$ cat config.mk
export PLATFORM = sky130hd
export DESIGN_NAME = terminal_escape_key_decoder
export DESIGN_NICKNAME = d
export VERILOG_FILES = /design/src/rtl/tekd_pkg.sv /design/src/rtl/terminal_escape_key_decoder.sv
export SDC_FILE = /design/constraint.sdc
export NUM_CORES = 1
export LEC_CHECK = 0
export ABC_AREA = 1
export BUFFER_PORTS_ARGS = -buffer_cell sky130_fd_sc_hd__clkbuf_2
export CAP_MARGIN = 5
export CORE_MARGIN = 2
export CORE_UTILIZATION = 40
export CTS_BUF_LIST = sky130_fd_sc_hd__clkbuf_16
export DETAILED_ROUTE_END_ITERATION = 8
export HOLD_SLACK_MARGIN = 0.05
export PLACE_DENSITY = 0.69
export REMOVE_ABC_BUFFERS = 1
export SYNTH_ARGS = -nofsm -noshare
export SYNTH_HDL_FRONTEND = slang
export SYNTH_SLANG_ARGS = --single-unit
$ cat constraint.sdc
create_clock -name clk -period 4.2 [get_ports clk]
set_input_delay 0.84 -clock clk [delete_from_list [all_inputs] [get_ports clk]]
set_output_delay 0.84 -clock clk [all_outputs]
set_load 0.05 [all_outputs]
$ cat src/rtl/tekd_pkg.sv
// ----------------------------------------------------------------------------
// tekd_pkg
// Shared types and constants of the terminal escape key decoder: beat
// payload structs, event codes, register indexes and the VT100 key table.
// ----------------------------------------------------------------------------
package tekd_pkg;

    // Sequence buffer depth default and key table dimensions.
    localparam int MAX_SEQ_LEN_DEF = 5;
    localparam int KEY_COUNT       = 22;
    localparam int KEY_BYTES       = 5;
    localparam int ARROW_KEYS      = 4;
    localparam int KEY_CODE_W      = 5;

    // Byte that opens every escape sequence.
    localparam logic [7:0] ESC_BYTE = 8'd27;

    // Key codes that carry a shell action.
    localparam logic [KEY_CODE_W-1:0] KEY_LEFT = 5'd0;
    localparam logic [KEY_CODE_W-1:0] KEY_UP   = 5'd2;
    localparam logic [KEY_CODE_W-1:0] KEY_DOWN = 5'd3;

    // Result event codes.
    typedef enum logic [2:0] {
        EV_NONE     = 3'd0,
        EV_NEWLINE  = 3'd1,
        EV_RETURN   = 3'd2,
        EV_BACKSP   = 3'd3,
        EV_ESC      = 3'd4,
        EV_PENDING  = 3'd5,
        EV_KEY      = 3'd6,
        EV_DROP     = 3'd7
    } event_t;

    // Configuration register indexes.
    localparam int CFG_IDX_W  = 3;
    localparam int CFG_DATA_W = 8;
    localparam logic [CFG_IDX_W-1:0] CFG_TIMEOUT   = 3'd0;
    localparam logic [CFG_IDX_W-1:0] CFG_ARROW_EN  = 3'd1;
    localparam logic [CFG_IDX_W-1:0] CFG_LOGIN_EN  = 3'd2;
    localparam logic [CFG_IDX_W-1:0] CFG_NEWLINE   = 3'd3;
    localparam logic [CFG_IDX_W-1:0] CFG_RETURN    = 3'd4;
    localparam logic [CFG_IDX_W-1:0] CFG_BACKSPACE = 3'd5;

    // Register reset values.
    localparam logic [7:0] TIMEOUT_RST   = 8'd5;
    localparam logic       ARROW_EN_RST  = 1'b1;
    localparam logic       LOGIN_EN_RST  = 1'b0;
    localparam logic [7:0] NEWLINE_RST   = 8'd10;
    localparam logic [7:0] RETURN_RST    = 8'd13;
    localparam logic [7:0] BACKSP_RST    = 8'd8;

    // Input beat payload.
    typedef struct packed {
        logic [7:0] rx_byte;
        logic [7:0] gap_ms;
        logic       logged_in;
    } rx_item_t;

    // Result beat payload.
    typedef struct packed {
        logic                  consumed;
        logic [2:0]            event_res;
        logic [KEY_CODE_W-1:0] key_code;
        logic                  run_action;
    } ev_item_t;

    // One key table entry: sequence length and its bytes, first byte at 0.
    typedef struct packed {
        logic [2:0]                  len;
        logic [0:KEY_BYTES-1][7:0]   b;
    } key_entry_t;

    localparam key_entry_t KEY_TABLE [KEY_COUNT] = '{
        '{len: 3'd3, b: '{8'd27, 8'd91, 8'd68,  8'd0,   8'd0}},
        '{len: 3'd3, b: '{8'd27, 8'd91, 8'd67,  8'd0,   8'd0}},
        '{len: 3'd3, b: '{8'd27, 8'd91, 8'd65,  8'd0,   8'd0}},
        '{len: 3'd3, b: '{8'd27, 8'd91, 8'd66,  8'd0,   8'd0}},
        '{len: 3'd3, b: '{8'd27, 8'd79, 8'd80,  8'd0,   8'd0}},
        '{len: 3'd3, b: '{8'd27, 8'd79, 8'd81,  8'd0,   8'd0}},
        '{len: 3'd3, b: '{8'd27, 8'd79, 8'd82,  8'd0,   8'd0}},
        '{len: 3'd3, b: '{8'd27, 8'd79, 8'd83,  8'd0,   8'd0}},
        '{len: 3'd5, b: '{8'd27, 8'd91, 8'd49,  8'd53,  8'd126}},
        '{len: 3'd5, b: '{8'd27, 8'd91, 8'd49,  8'd55,  8'd126}},
        '{len: 3'd5, b: '{8'd27, 8'd91, 8'd49,  8'd56,  8'd126}},
        '{len: 3'd5, b: '{8'd27, 8'd91, 8'd49,  8'd57,  8'd126}},
        '{len: 3'd5, b: '{8'd27, 8'd91, 8'd50,  8'd48,  8'd126}},
        '{len: 3'd5, b: '{8'd27, 8'd91, 8'd50,  8'd49,  8'd126}},
        '{len: 3'd5, b: '{8'd27, 8'd91, 8'd50,  8'd51,  8'd126}},
        '{len: 3'd5, b: '{8'd27, 8'd91, 8'd50,  8'd52,  8'd126}},
        '{len: 3'd4, b: '{8'd27, 8'd91, 8'd50,  8'd126, 8'd0}},
        '{len: 3'd4, b: '{8'd27, 8'd91, 8'd51,  8'd126, 8'd0}},
        '{len: 3'd4, b: '{8'd27, 8'd91, 8'd53,  8'd126, 8'd0}},
        '{len: 3'd4, b: '{8'd27, 8'd91, 8'd54,  8'd126, 8'd0}},
        '{len: 3'd3, b: '{8'd27, 8'd91, 8'd72,  8'd0,   8'd0}},
        '{len: 3'd3, b: '{8'd27, 8'd91, 8'd70,  8'd0,   8'd0}}
    };

endpackage

$ cat src/rtl/terminal_escape_key_decoder.sv
// ----------------------------------------------------------------------------
// terminal_escape_key_decoder
// Classifies received terminal bytes and decodes VT100 escape key sequences.
// ----------------------------------------------------------------------------
// Usage:
// Each rx beat carries one received byte, the gap in milliseconds since the
// previous byte and the login status. Each rx beat produces exactly one ev
// beat telling whether the byte was consumed, which event it caused and, for
// a recognized key, its key code and whether the shell action should run.
// The cfg channel writes the six registers by index; it is always ready and
// is meant to be used only while no rx beat is in flight.
// A byte is captured in an input register, decoded by one short compare
// stage against the key table and captured in the result register. One
// byte per cycle is sustained while the ev receiver stays ready; the escape
// sequence buffer is updated as each byte leaves the input register, so
// consecutive bytes see each other's effect without bubbles.
// When the ev receiver stalls, the result register holds its beat, the
// input register holds the next byte and rx_ready drops once both are full.
// Reset empties both registers, clears the pending sequence and loads the
// register defaults (timeout 5, arrows on, login check off, LF, CR, BS).
// ----------------------------------------------------------------------------
module terminal_escape_key_decoder #(
    parameter int MAX_SEQ_LEN = tekd_pkg::MAX_SEQ_LEN_DEF
) (
    input  logic                              clk,
    input  logic                              rst_n,
    input  logic                              rx_valid,
    output logic                              rx_ready,
    input  tekd_pkg::rx_item_t                rx_item,
    output logic                              ev_valid,
    input  logic                              ev_ready,
    output tekd_pkg::ev_item_t                ev_item,
    input  logic                              cfg_valid,
    output logic                              cfg_ready,
    input  logic [tekd_pkg::CFG_IDX_W-1:0]    cfg_index,
    input  logic [tekd_pkg::CFG_DATA_W-1:0]   cfg_data
);
    import tekd_pkg::*;

    localparam int LEN_W     = $clog2(MAX_SEQ_LEN + 1);
    localparam int STORE_LEN = (MAX_SEQ_LEN < KEY_BYTES) ? MAX_SEQ_LEN : KEY_BYTES;

    // Configuration registers.
    logic [7:0] timeout_reg;
    logic       arrow_en_reg;
    logic       login_en_reg;
    logic [7:0] newline_reg;
    logic [7:0] return_reg;
    logic [7:0] backsp_reg;

    // Pipeline registers.
    logic       s1_valid_reg;
    rx_item_t   s1_item_reg;
    logic       ev_valid_reg;
    ev_item_t   ev_item_reg;

    // Sequence buffer.
    logic [LEN_W-1:0] seq_len_reg;
    logic [LEN_W-1:0] seq_len_next;
    logic [7:0]       seq_bytes_reg [STORE_LEN];

    // Decode signals.
    logic                  s1_go;
    logic                  esc_start;
    logic                  append;
    logic [LEN_W-1:0]      new_len;
    logic [7:0]            new_seq [KEY_BYTES];
    logic [KEY_COUNT-1:0]  key_hit;
    logic [KEY_CODE_W-1:0] key_idx;
    ev_item_t              ev_item_next;

    // The input stage moves on when the result register is free or draining.
    assign s1_go     = s1_valid_reg && (!ev_valid_reg || ev_ready);
    assign rx_ready  = !s1_valid_reg || s1_go;
    assign cfg_ready = 1'b1;
    assign ev_valid  = ev_valid_reg;
    assign ev_item   = ev_item_reg;

    // Configuration writes; unknown indexes are ignored.
    always_ff @(posedge clk or negedge rst_n)
    begin
        if (!rst_n)
        begin
            timeout_reg  <= TIMEOUT_RST;
            arrow_en_reg <= ARROW_EN_RST;
            login_en_reg <= LOGIN_EN_RST;
            newline_reg  <= NEWLINE_RST;
            return_reg   <= RETURN_RST;
            backsp_reg   <= BACKSP_RST;
        end
        else if (cfg_valid && cfg_ready)
        begin
            unique case (cfg_index)
                CFG_TIMEOUT:   timeout_reg  <= cfg_data;
                CFG_ARROW_EN:  arrow_en_reg <= cfg_data[0];
                CFG_LOGIN_EN:  login_en_reg <= cfg_data[0];
                CFG_NEWLINE:   newline_reg  <= cfg_data;
                CFG_RETURN:    return_reg   <= cfg_data;
                CFG_BACKSPACE: backsp_reg   <= cfg_data;
                default:       ;
            endcase
        end
    end

    // The sequence as it would look with the current byte appended.
    assign new_len = seq_len_reg + LEN_W'(1);

    for (genvar j = 0; j < KEY_BYTES; j++)
    begin : g_new_seq
        if (j < STORE_LEN)
        begin : g_stored
            assign new_seq[j] = (seq_len_reg == LEN_W'(j)) ? s1_item_reg.rx_byte
                                                           : seq_bytes_reg[j];
        end
        else
        begin : g_absent
            assign new_seq[j] = 8'd0;
        end
    end

    // Parallel compare against every key table entry of the same length.
    always_comb
    begin
        for (int k = 0; k < KEY_COUNT; k++)
        begin
            key_hit[k] = (4'(KEY_TABLE[k].len) == 4'(new_len))
                         && (arrow_en_reg || (k >= ARROW_KEYS));
            for (int j = 0; j < KEY_BYTES; j++)
            begin
                if ((j < int'(KEY_TABLE[k].len)) && (new_seq[j] != KEY_TABLE[k].b[j]))
                begin
                    key_hit[k] = 1'b0;
                end
            end
        end
    end

    // Encode the hit; the lowest index wins.
    always_comb
    begin
        key_idx = '0;
        for (int k = KEY_COUNT - 1; k >= 0; k--)
        begin
            if (key_hit[k])
            begin
                key_idx = KEY_CODE_W'(k);
            end
        end
    end

    // Byte classification and sequence bookkeeping.
    always_comb
    begin
        ev_item_next = '0;
        ev_item_next.event_res = EV_NONE;
        seq_len_next = seq_len_reg;
        esc_start    = 1'b0;
        append       = 1'b0;
        if ((seq_len_reg == '0) || (s1_item_reg.gap_ms > timeout_reg))
        begin
            // Fresh byte: control characters first, then escape.
            if (s1_item_reg.rx_byte == newline_reg)
            begin
                ev_item_next.consumed  = 1'b1;
                ev_item_next.event_res = EV_NEWLINE;
            end
            else if (s1_item_reg.rx_byte == return_reg)
            begin
                ev_item_next.consumed  = 1'b1;
                ev_item_next.event_res = EV_RETURN;
            end
            else if (s1_item_reg.rx_byte == backsp_reg)
            begin
                ev_item_next.consumed  = 1'b1;
                ev_item_next.event_res = EV_BACKSP;
            end
            else if (s1_item_reg.rx_byte == ESC_BYTE)
            begin
                ev_item_next.consumed  = 1'b1;
                ev_item_next.event_res = EV_ESC;
                seq_len_next = LEN_W'(1);
                esc_start    = 1'b1;
            end
        end
        else if (s1_item_reg.gap_ms < timeout_reg)
        begin
            // Continuation of a pending sequence.
            ev_item_next.consumed = 1'b1;
            append = 1'b1;
            if (|key_hit)
            begin
                ev_item_next.event_res  = EV_KEY;
                ev_item_next.key_code   = key_idx;
                ev_item_next.run_action = ((key_idx == KEY_LEFT) || (key_idx == KEY_UP)
                                           || (key_idx == KEY_DOWN))
                                          && (!login_en_reg || s1_item_reg.logged_in);
                seq_len_next = '0;
            end
            else if (new_len == LEN_W'(MAX_SEQ_LEN))
            begin
                ev_item_next.event_res = EV_DROP;
                seq_len_next = '0;
            end
            else
            begin
                ev_item_next.event_res = EV_PENDING;
                seq_len_next = new_len;
            end
        end
    end

    // Control registers of both stages and the sequence length.
    always_ff @(posedge clk or negedge rst_n)
    begin
        if (!rst_n)
        begin
            s1_valid_reg <= 1'b0;
            ev_valid_reg <= 1'b0;
            seq_len_reg  <= '0;
        end
        else
        begin
            if (rx_ready)
            begin
                s1_valid_reg <= rx_valid;
            end
            if (s1_go)
            begin
                ev_valid_reg <= 1'b1;
                seq_len_reg  <= seq_len_next;
            end
            else if (ev_ready)
            begin
                ev_valid_reg <= 1'b0;
            end
        end
    end

    // Payload registers.
    always_ff @(posedge clk)
    begin
        if (rx_valid && rx_ready)
        begin
            s1_item_reg <= rx_item;
        end
        if (s1_go)
        begin
            ev_item_reg <= ev_item_next;
        end
    end

    // Sequence bytes: escape lands at the head, continuation bytes append.
    always_ff @(posedge clk)
    begin
        for (int j = 0; j < STORE_LEN; j++)
        begin
            if (s1_go && esc_start && (j == 0))
            begin
                seq_bytes_reg[j] <= s1_item_reg.rx_byte;
            end
            else if (s1_go && append && (seq_len_reg == LEN_W'(j)))
            begin
                seq_bytes_reg[j] <= s1_item_reg.rx_byte;
            end
        end
    end

    // A pending sequence never reaches the full buffer length.
    a_len_below_max: assert property (@(posedge clk) disable iff (!rst_n)
        seq_len_reg < LEN_W'(MAX_SEQ_LEN))
        else $error("sequence length reached the buffer depth");

    // A recognized key or a dropped sequence leaves nothing pending.
    a_cleared_after_end: assert property (@(posedge clk) disable iff (!rst_n)
        s1_go && ((ev_item_next.event_res == EV_KEY) || (ev_item_next.event_res == EV_DROP))
        |=> seq_len_reg == '0)
        else $error("sequence not cleared after key or drop");

    // An action only comes with a recognized left, up or down key.
    a_action_key: assert property (@(posedge clk) disable iff (!rst_n)
        ev_valid_reg && ev_item_reg.run_action
        |-> (ev_item_reg.event_res == EV_KEY)
            && ((ev_item_reg.key_code == KEY_LEFT) || (ev_item_reg.key_code == KEY_UP)
                || (ev_item_reg.key_code == KEY_DOWN)))
        else $error("action raised without an action key");

    // A byte is taken into a full input stage only while that stage drains.
    a_no_overwrite: assert property (@(posedge clk) disable iff (!rst_n)
        rx_valid && rx_ready && s1_valid_reg |-> s1_go)
        else $error("input stage overwritten");

endmodule

==> impl_metrics.json, run 1 <==
{
  "status": "finished clean",
  "crit_required_ns": 4.19,
  "first_iter_violations": 358,
  "cts_setup_buffers": 0,
  "p_per_area_nw_per_um2": 446,
  "crit_fanout": 8,
  "holdPathStages": 2,
  "io_pins": 46,
  "setup_tns_ns": 0,
  "die_w_um": 126,
  "synth_edf_count": 67,
  "antenna_found_initial": 0,
  "crit_path_start_kind": "flop",
  "p_leak_nw": 2.89,
  "grt_pass1_vias": 4472,
  "start_util_pct": 41.0,
  "tightest_slew_ns": 0.975,
  "switchingPower_w": 0.00105,
  "finalClockSkew_ns": 0.0132,
  "slew-limit-headroom_pct": 35.0,
  "worst_setup_path_end_kind": "flop",
  "holdBufCountCts": 0,
  "netlist_instances": 694,
  "synth_area_um2": 5980,
  "irDropWorstVdd_mv": 0.249,
  "port_buffers": 44,
  "die-area_um2": 16000,
  "drc": 0,
  "worstHoldPathType": "reg -> reg",
  "yosysTopAreaCell": "edfxtp_1",
  "post-route-min-period_ns": 3.08,
  "r2r_cells": 11,
  "final_common_cell": "nand2_1",
  "grt_max_degree": 40,
  "die_h_um": 126,
  "arrival_ns": 3.07,
  "first_pass_iters": 5,
  "finalSetupViolCount": 0,
  "cts_resized": 0,
  "synth_top_area_share_pct": 33.6,
  "yosysSeqAreaShare_pct": 50.1,
  "maxCapViolCount": 0,
  "wl_per_cell_um": 14.4,
  "area_delta_synth_final_pct": 10.5,
  "layout_common_cells": "nand2_1 (170), inv_1 (78), edfxtp_1 (67)",
  "row_count": 44,
  "nets": 782,
  "yosys_most_used_dff": "edfxtp_1",
  "clock_latency_ns": 0.36,
  "syn_avg_cell_area_um2": 8.62,
  "wirelength_um": 13300,
  "grt_usage_pct": 17.2,
  "worst_slack_ns": 1.12,
  "drv_slew": 0,
  "preCtsSetupSlack_ns": 1.14,
  "via_per_inst": 5.02,
  "cts_tree": "done",
  "clk_pin_slew_ns": 0.07,
  "numCtsBuffers": 9,
  "internal_power_w": 0.00191,
  "gp_congestion": 0.878,
  "num_vias": 4634,
  "pwr-share-clk_pct": 27.6,
  "antenna_cells": 0,
  "h-tree-depth": 3,
  "hold_violations": 0,
  "nFillCells": 1377,
  "synth_seq_cells": 106,
  "grt_pass1_wl_um": 21900,
  "finalCritPeriodShare_pct": 73.3,
  "drive_gt1_share_pct": 17.6,
  "clock.fmax_mhz": 325,
  "hpwl_um": 9990,
  "sw_frac_of_total_pct": 35.4,
  "cts_root_buffer": "clkbuf_16",
  "ys_warn_count": 0,
  "cts_buffer_depth": 2,
  "synthArstFlopShare_pct": 36.8,
  "clkSinkCount": 106,
  "ys_types": 42,
  "final_antenna_net_count": 0,
  "gr-total-overflow": 0,
  "core_um2": 14600,
  "rsz0062_at_grt": "no",
  "seqPwrFrac_pct": 45.7,
  "fin_total_pwr_w": 0.00295,
  "ys_top_cells_by_area": "edfxtp_1 (34%), dfrtp_1 (13%), nand2_1 (11%), inv_1 (4.9%), o21ai_0 (4.3%)",
  "crit_type": "reg -> reg",
  "largest_reg_flops": 40,
  "combinationalPowerShare_pct": 26.6
}
[stage by stage]
stage               hold slack [ns]  instances  utilization [%]  area, um^2
global placement              0.467        908             43.4        6340
finish                        0.489        924             45.3        6610
global route                  0.515        924             45.3        6610
detailed placement            0.474        908             43.4        6340
floorplan                     0.453        680                -        5890
CTS                           0.493        924             45.3        6610
[power groups by stage]
| stage | logic [W] | registers, W | clock network [W] |
|---|---|---|---|
| 2_1_floorplan | 0.000534 | 0.00140 | 0 |
| 3_3_place_gp | 0.000774 | 0.00137 | 0 |
| 3_5_place_dp | 0.000783 | 0.00137 | 0 |
| 4_1_cts | 0.000786 | 0.00135 | 0.000825 |
| 5_1_grt | 0.000886 | 0.00136 | 0.000859 |
| 6_report | 0.000786 | 0.00135 | 0.000816 |
[cells by family after synthesis]
kind of cell             after synthesis  share of synthesized area (%)
adder cells (fa/ha/maj)               14                           2.93
other                                  1                         0.0627
AND/OR/NAND/NOR                      372                           29.2
buffers and inverters                 98                           6.92
flip-flops                           106                           50.1
AO/OA/AOI/OAI                         87                           8.41
XOR/XNOR                              16                           2.34
[routing by layer]
layer  vias up  share of wire, %  routed length (um)  GRT usage, %
li1       2376                 -                   -             -
met2       137                47                6250          29.0
met1      2101                47                6200          23.1
met5         -                 0                   0             0
met4         0               1.5                 203          4.52
met3        20               4.9                 647          3.04
[worst max-delay path, cell delays in order (launching register included)]
cell and delay [ns]:
dfstp_2 0.53, inv_1 0.04, ha_1 0.30, nand3_1 0.11
o211ai_1 0.09, nand2_1 0.08, nand4_1 0.13, nor2_1 0.39
inv_1 0.20, nor2_1 0.18, inv_1 0.14, nor2_1 0.53
[Yosys cell counts (2+ instances only)]
cell      count
nand4_1      18
buf_2         2
a31oi_1       2
or2_2        12
nand3_1      49
a21oi_1       9
o21ai_1       5
nand3_2       3
clkbuf_1      5
dfstp_2       9
xnor2_1      16
ha_1         14
nor3_1       14
nand2_2       8
nand3b_1      3
o211ai_1      8
o21ai_2       9
inv_1        78
nand2_1     170
dfrtp_1      30
buf_4         3
nor2_1       66
buf_6         4
edfxtp_1     67
nand2_4       3
nor4_1        3
nor2_4        4
nor2_2       12
o21ai_0      52
inv_2         4
[path summary, 6_finish.rpt]
kind,slack [ns],end,start
max,1.12,seq_bytes_reg[0][37],timeout_reg[2]
min,0.49,login_en_reg,login_en_reg
max reg2reg,1.12,seq_bytes_reg[0][37],timeout_reg[2]
min reg2reg,0.49,login_en_reg,login_en_reg
max in group asynchronous,2.97,s1_valid_reg,rst_n
min in group asynchronous,0.63,timeout_reg[4],rst_n
[layout make-up]
class	instances	area (um^2)	area share (%)
inverter	84	318	4.81
tap	184	230	3.48
clock inverter	7	50.0	0.757
multi-input combinational	490	2570	38.9
timing repair buffer	44	220	3.33
clock buffer	9	225	3.41
sequential	106	3000	45.4
(Power assumes the default switching activity.)
==> inputs of run 2 (changes only) <==
==> constraint.sdc (replaced) <==
create_clock -name clk -period 3.04 [get_ports clk]
set_input_delay 0.608 -clock clk [delete_from_list [all_inputs] [get_ports clk]]
set_output_delay 0.608 -clock clk [all_outputs]
set_load 0.05 [all_outputs]
==> run 2 against run 1 <==
First-iteration DRC count decreased by 3.4%. Core utilization increased by 1.2 points. Clock-buffer cell count unchanged. Non-clock buffer count increased by 21. Die area unchanged. Critical endpoint is now ev_item[3].
==> impl_metrics.json, run 2 (synthesized netlist as in run 1, its figures left out) <==
{
  "dpl_cell_area_um2": 6490,
  "crit_fanout": 11,
  "grt_usage_pct": 17.8,
  "crit_required_ns": 3.15,
  "antenna_found_initial": 0,
  "worstReg2RegEnd": "ev_item[3]",
  "route.met3.wl_um": 720,
  "first_iter_violations": 346,
  "wl_met2_um": 6450,
  "gp_congestion": 0.917,
  "holdWs_ns": 0.391,
  "cts_root_buffer": "clkbuf_16",
  "r2r_start": "seq_len_reg[0]",
  "port_buffers": 44,
  "dr.max_layer_used": "met4",
  "num_vias": 4752,
  "nets": 803,
  "rrSetupSlack_ns": 0.24,
  "post-route-min-period_ns": 2.80,
  "hold_violations": 0,
  "arrival_ns": 2.91,
  "antenna_cells": 0,
  "drc": 0,
  "h-tree-depth": 3,
  "setup_tns_ns": 0,
  "holdBufCountCts": 0,
  "wl_per_cell_um": 14.2,
  "area_delta_synth_final_pct": 13.4,
  "pwr-share-clk_pct": 27.5,
  "row_count": 44,
  "first_pass_iters": 5,
  "via_per_inst": 5.03,
  "sw_frac_of_total_pct": 35.0,
  "largest_reg_flops": 40,
  "cts_setup_buffers": 0,
  "die_h_um": 126,
  "tightest_slew_ns": 0.960,
  "finalSetupViolCount": 0,
  "rsz0062_at_grt": "no",
  "r2r_cells": 13,
  "p_leak_nw": 3.00,
  "wirelength_um": 13400,
  "cts_tree": "done",
  "drv_slew": 0,
  "grt_pass1_wl_um": 22500,
  "crit_path_start_kind": "flop",
  "hpwl_um": 10300,
  "slew-limit-headroom_pct": 36.0,
  "crit_type": "reg -> reg",
  "internal_power_w": 0.00268,
  "die-area_um2": 16000,
  "switchingPower_w": 0.00145,
  "maxCapViolCount": 0,
  "grt_pass1_vias": 4665,
  "worstHoldPathType": "in -> async",
  "combinationalPowerShare_pct": 27.9,
  "wl_met1_um": 5930,
  "finalCritPeriodShare_pct": 92.2,
  "stdcell_area_um2": 6790,
  "clkSinkCount": 106,
  "clock_latency_ns": 0.36,
  "gr-total-overflow": 0,
  "clock.fmax_mhz": 357,
  "cts_buffer_depth": 2,
  "final_common_cell": "nand2_1",
  "grt_max_degree": 40,
  "drive_gt1_share_pct": 20.0,
  "start_util_pct": 41.0,
  "status": "finished clean",
  "final_antenna_net_count": 0,
  "seqPwrFrac_pct": 44.6,
  "layout_common_cells": "nand2_1 (170), inv_1 (79), edfxtp_1 (67)",
  "irDropWorstVdd_mv": 0.356,
  "io_pins": 46,
  "p_per_area_nw_per_um2": 608,
  "worst_setup_path_end_kind": "flop",
  "numCtsBuffers": 9,
  "core_um2": 14600,
  "finalClockSkew_ns": 0.00893,
  "clk_pin_slew_ns": 0.08,
  "die_w_um": 126,
  "cts_resized": 0
}
==> run 2: cell type report <==
type | instances | area [um^2]
fill | 1405 | 7800
sequential | 106 | 3000
multi-input combinational | 490 | 2570
timing repair buffer | 65 | 378
inverter | 84 | 318
tap | 184 | 230
clock buffer | 9 | 225
clock inverter | 7 | 63.8
==> run 2: how the worst max path moves through the flow <==
stage	depth (start not counted)	slack (ns)	startpoint	end
2_1_floorplan	13	0.43	seq_len_reg[0]	ev_item[3]
3_3_place_gp	13	0.31	seq_len_reg[0]	ev_item[3]
3_5_place_dp	13	0.18	seq_len_reg[0]	ev_item[3]
4_1_cts	13	0.17	seq_len_reg[0]	ev_item[3]
5_1_grt	13	0.009	seq_len_reg[0]	ev_item[3]
6_report	13	0.24	seq_len_reg[0]	ev_item[3]
==> run 2: power groups by stage <==
stage | registers (W) | logic, W | clock network, W
after detailed placement | 0.00187 | 0.00115 | 0
final | 0.00184 | 0.00115 | 0.00114
after global placement | 0.00186 | 0.00113 | 0
after CTS | 0.00184 | 0.00115 | 0.00115
after global routing | 0.00186 | 0.00130 | 0.00121
after floorplan | 0.00194 | 0.000738 | 0
==> run 2: worst max-delay path, stage by stage (launching register included) <==
cell,delay (ns)
dfrtp_1,0.43
ha_1,0.24
ha_2,0.24
o21ai_0,0.43
nor2_1,0.07
nand2_1,0.08
nor2_1,0.09
and2_4,0.16
a31oi_1,0.30
nand3_2,0.14
nor2_4,0.15
nand2_4,0.09
nand2_4,0.09
nor2_2,0.03
==> run 2: per-stage QoR <==
| step | total power, W | util [%] | instances | setup WS [ns] |
|---|---|---|---|---|
| final | 0.00413 | 46.5 | 945 | 0.238 |
| after global routing | 0.00438 | 46.5 | 945 | 0.00875 |
| after CTS | 0.00415 | 46.5 | 945 | 0.169 |
| after detailed placement | 0.00302 | 44.5 | 929 | 0.183 |
| after global placement | 0.00299 | 44.5 | 929 | 0.307 |
| after floorplan | 0.00268 | - | 680 | 0.427 |
==> run 2: layer usage <==
layer / GRT usage (%) / vias to the layer above
li1: - / 2417
met1: 22.5 / 2185
met2: 30.1 / 122
met3: 4.56 / 28
met4: 5.82 / 0
met5: 0 / -
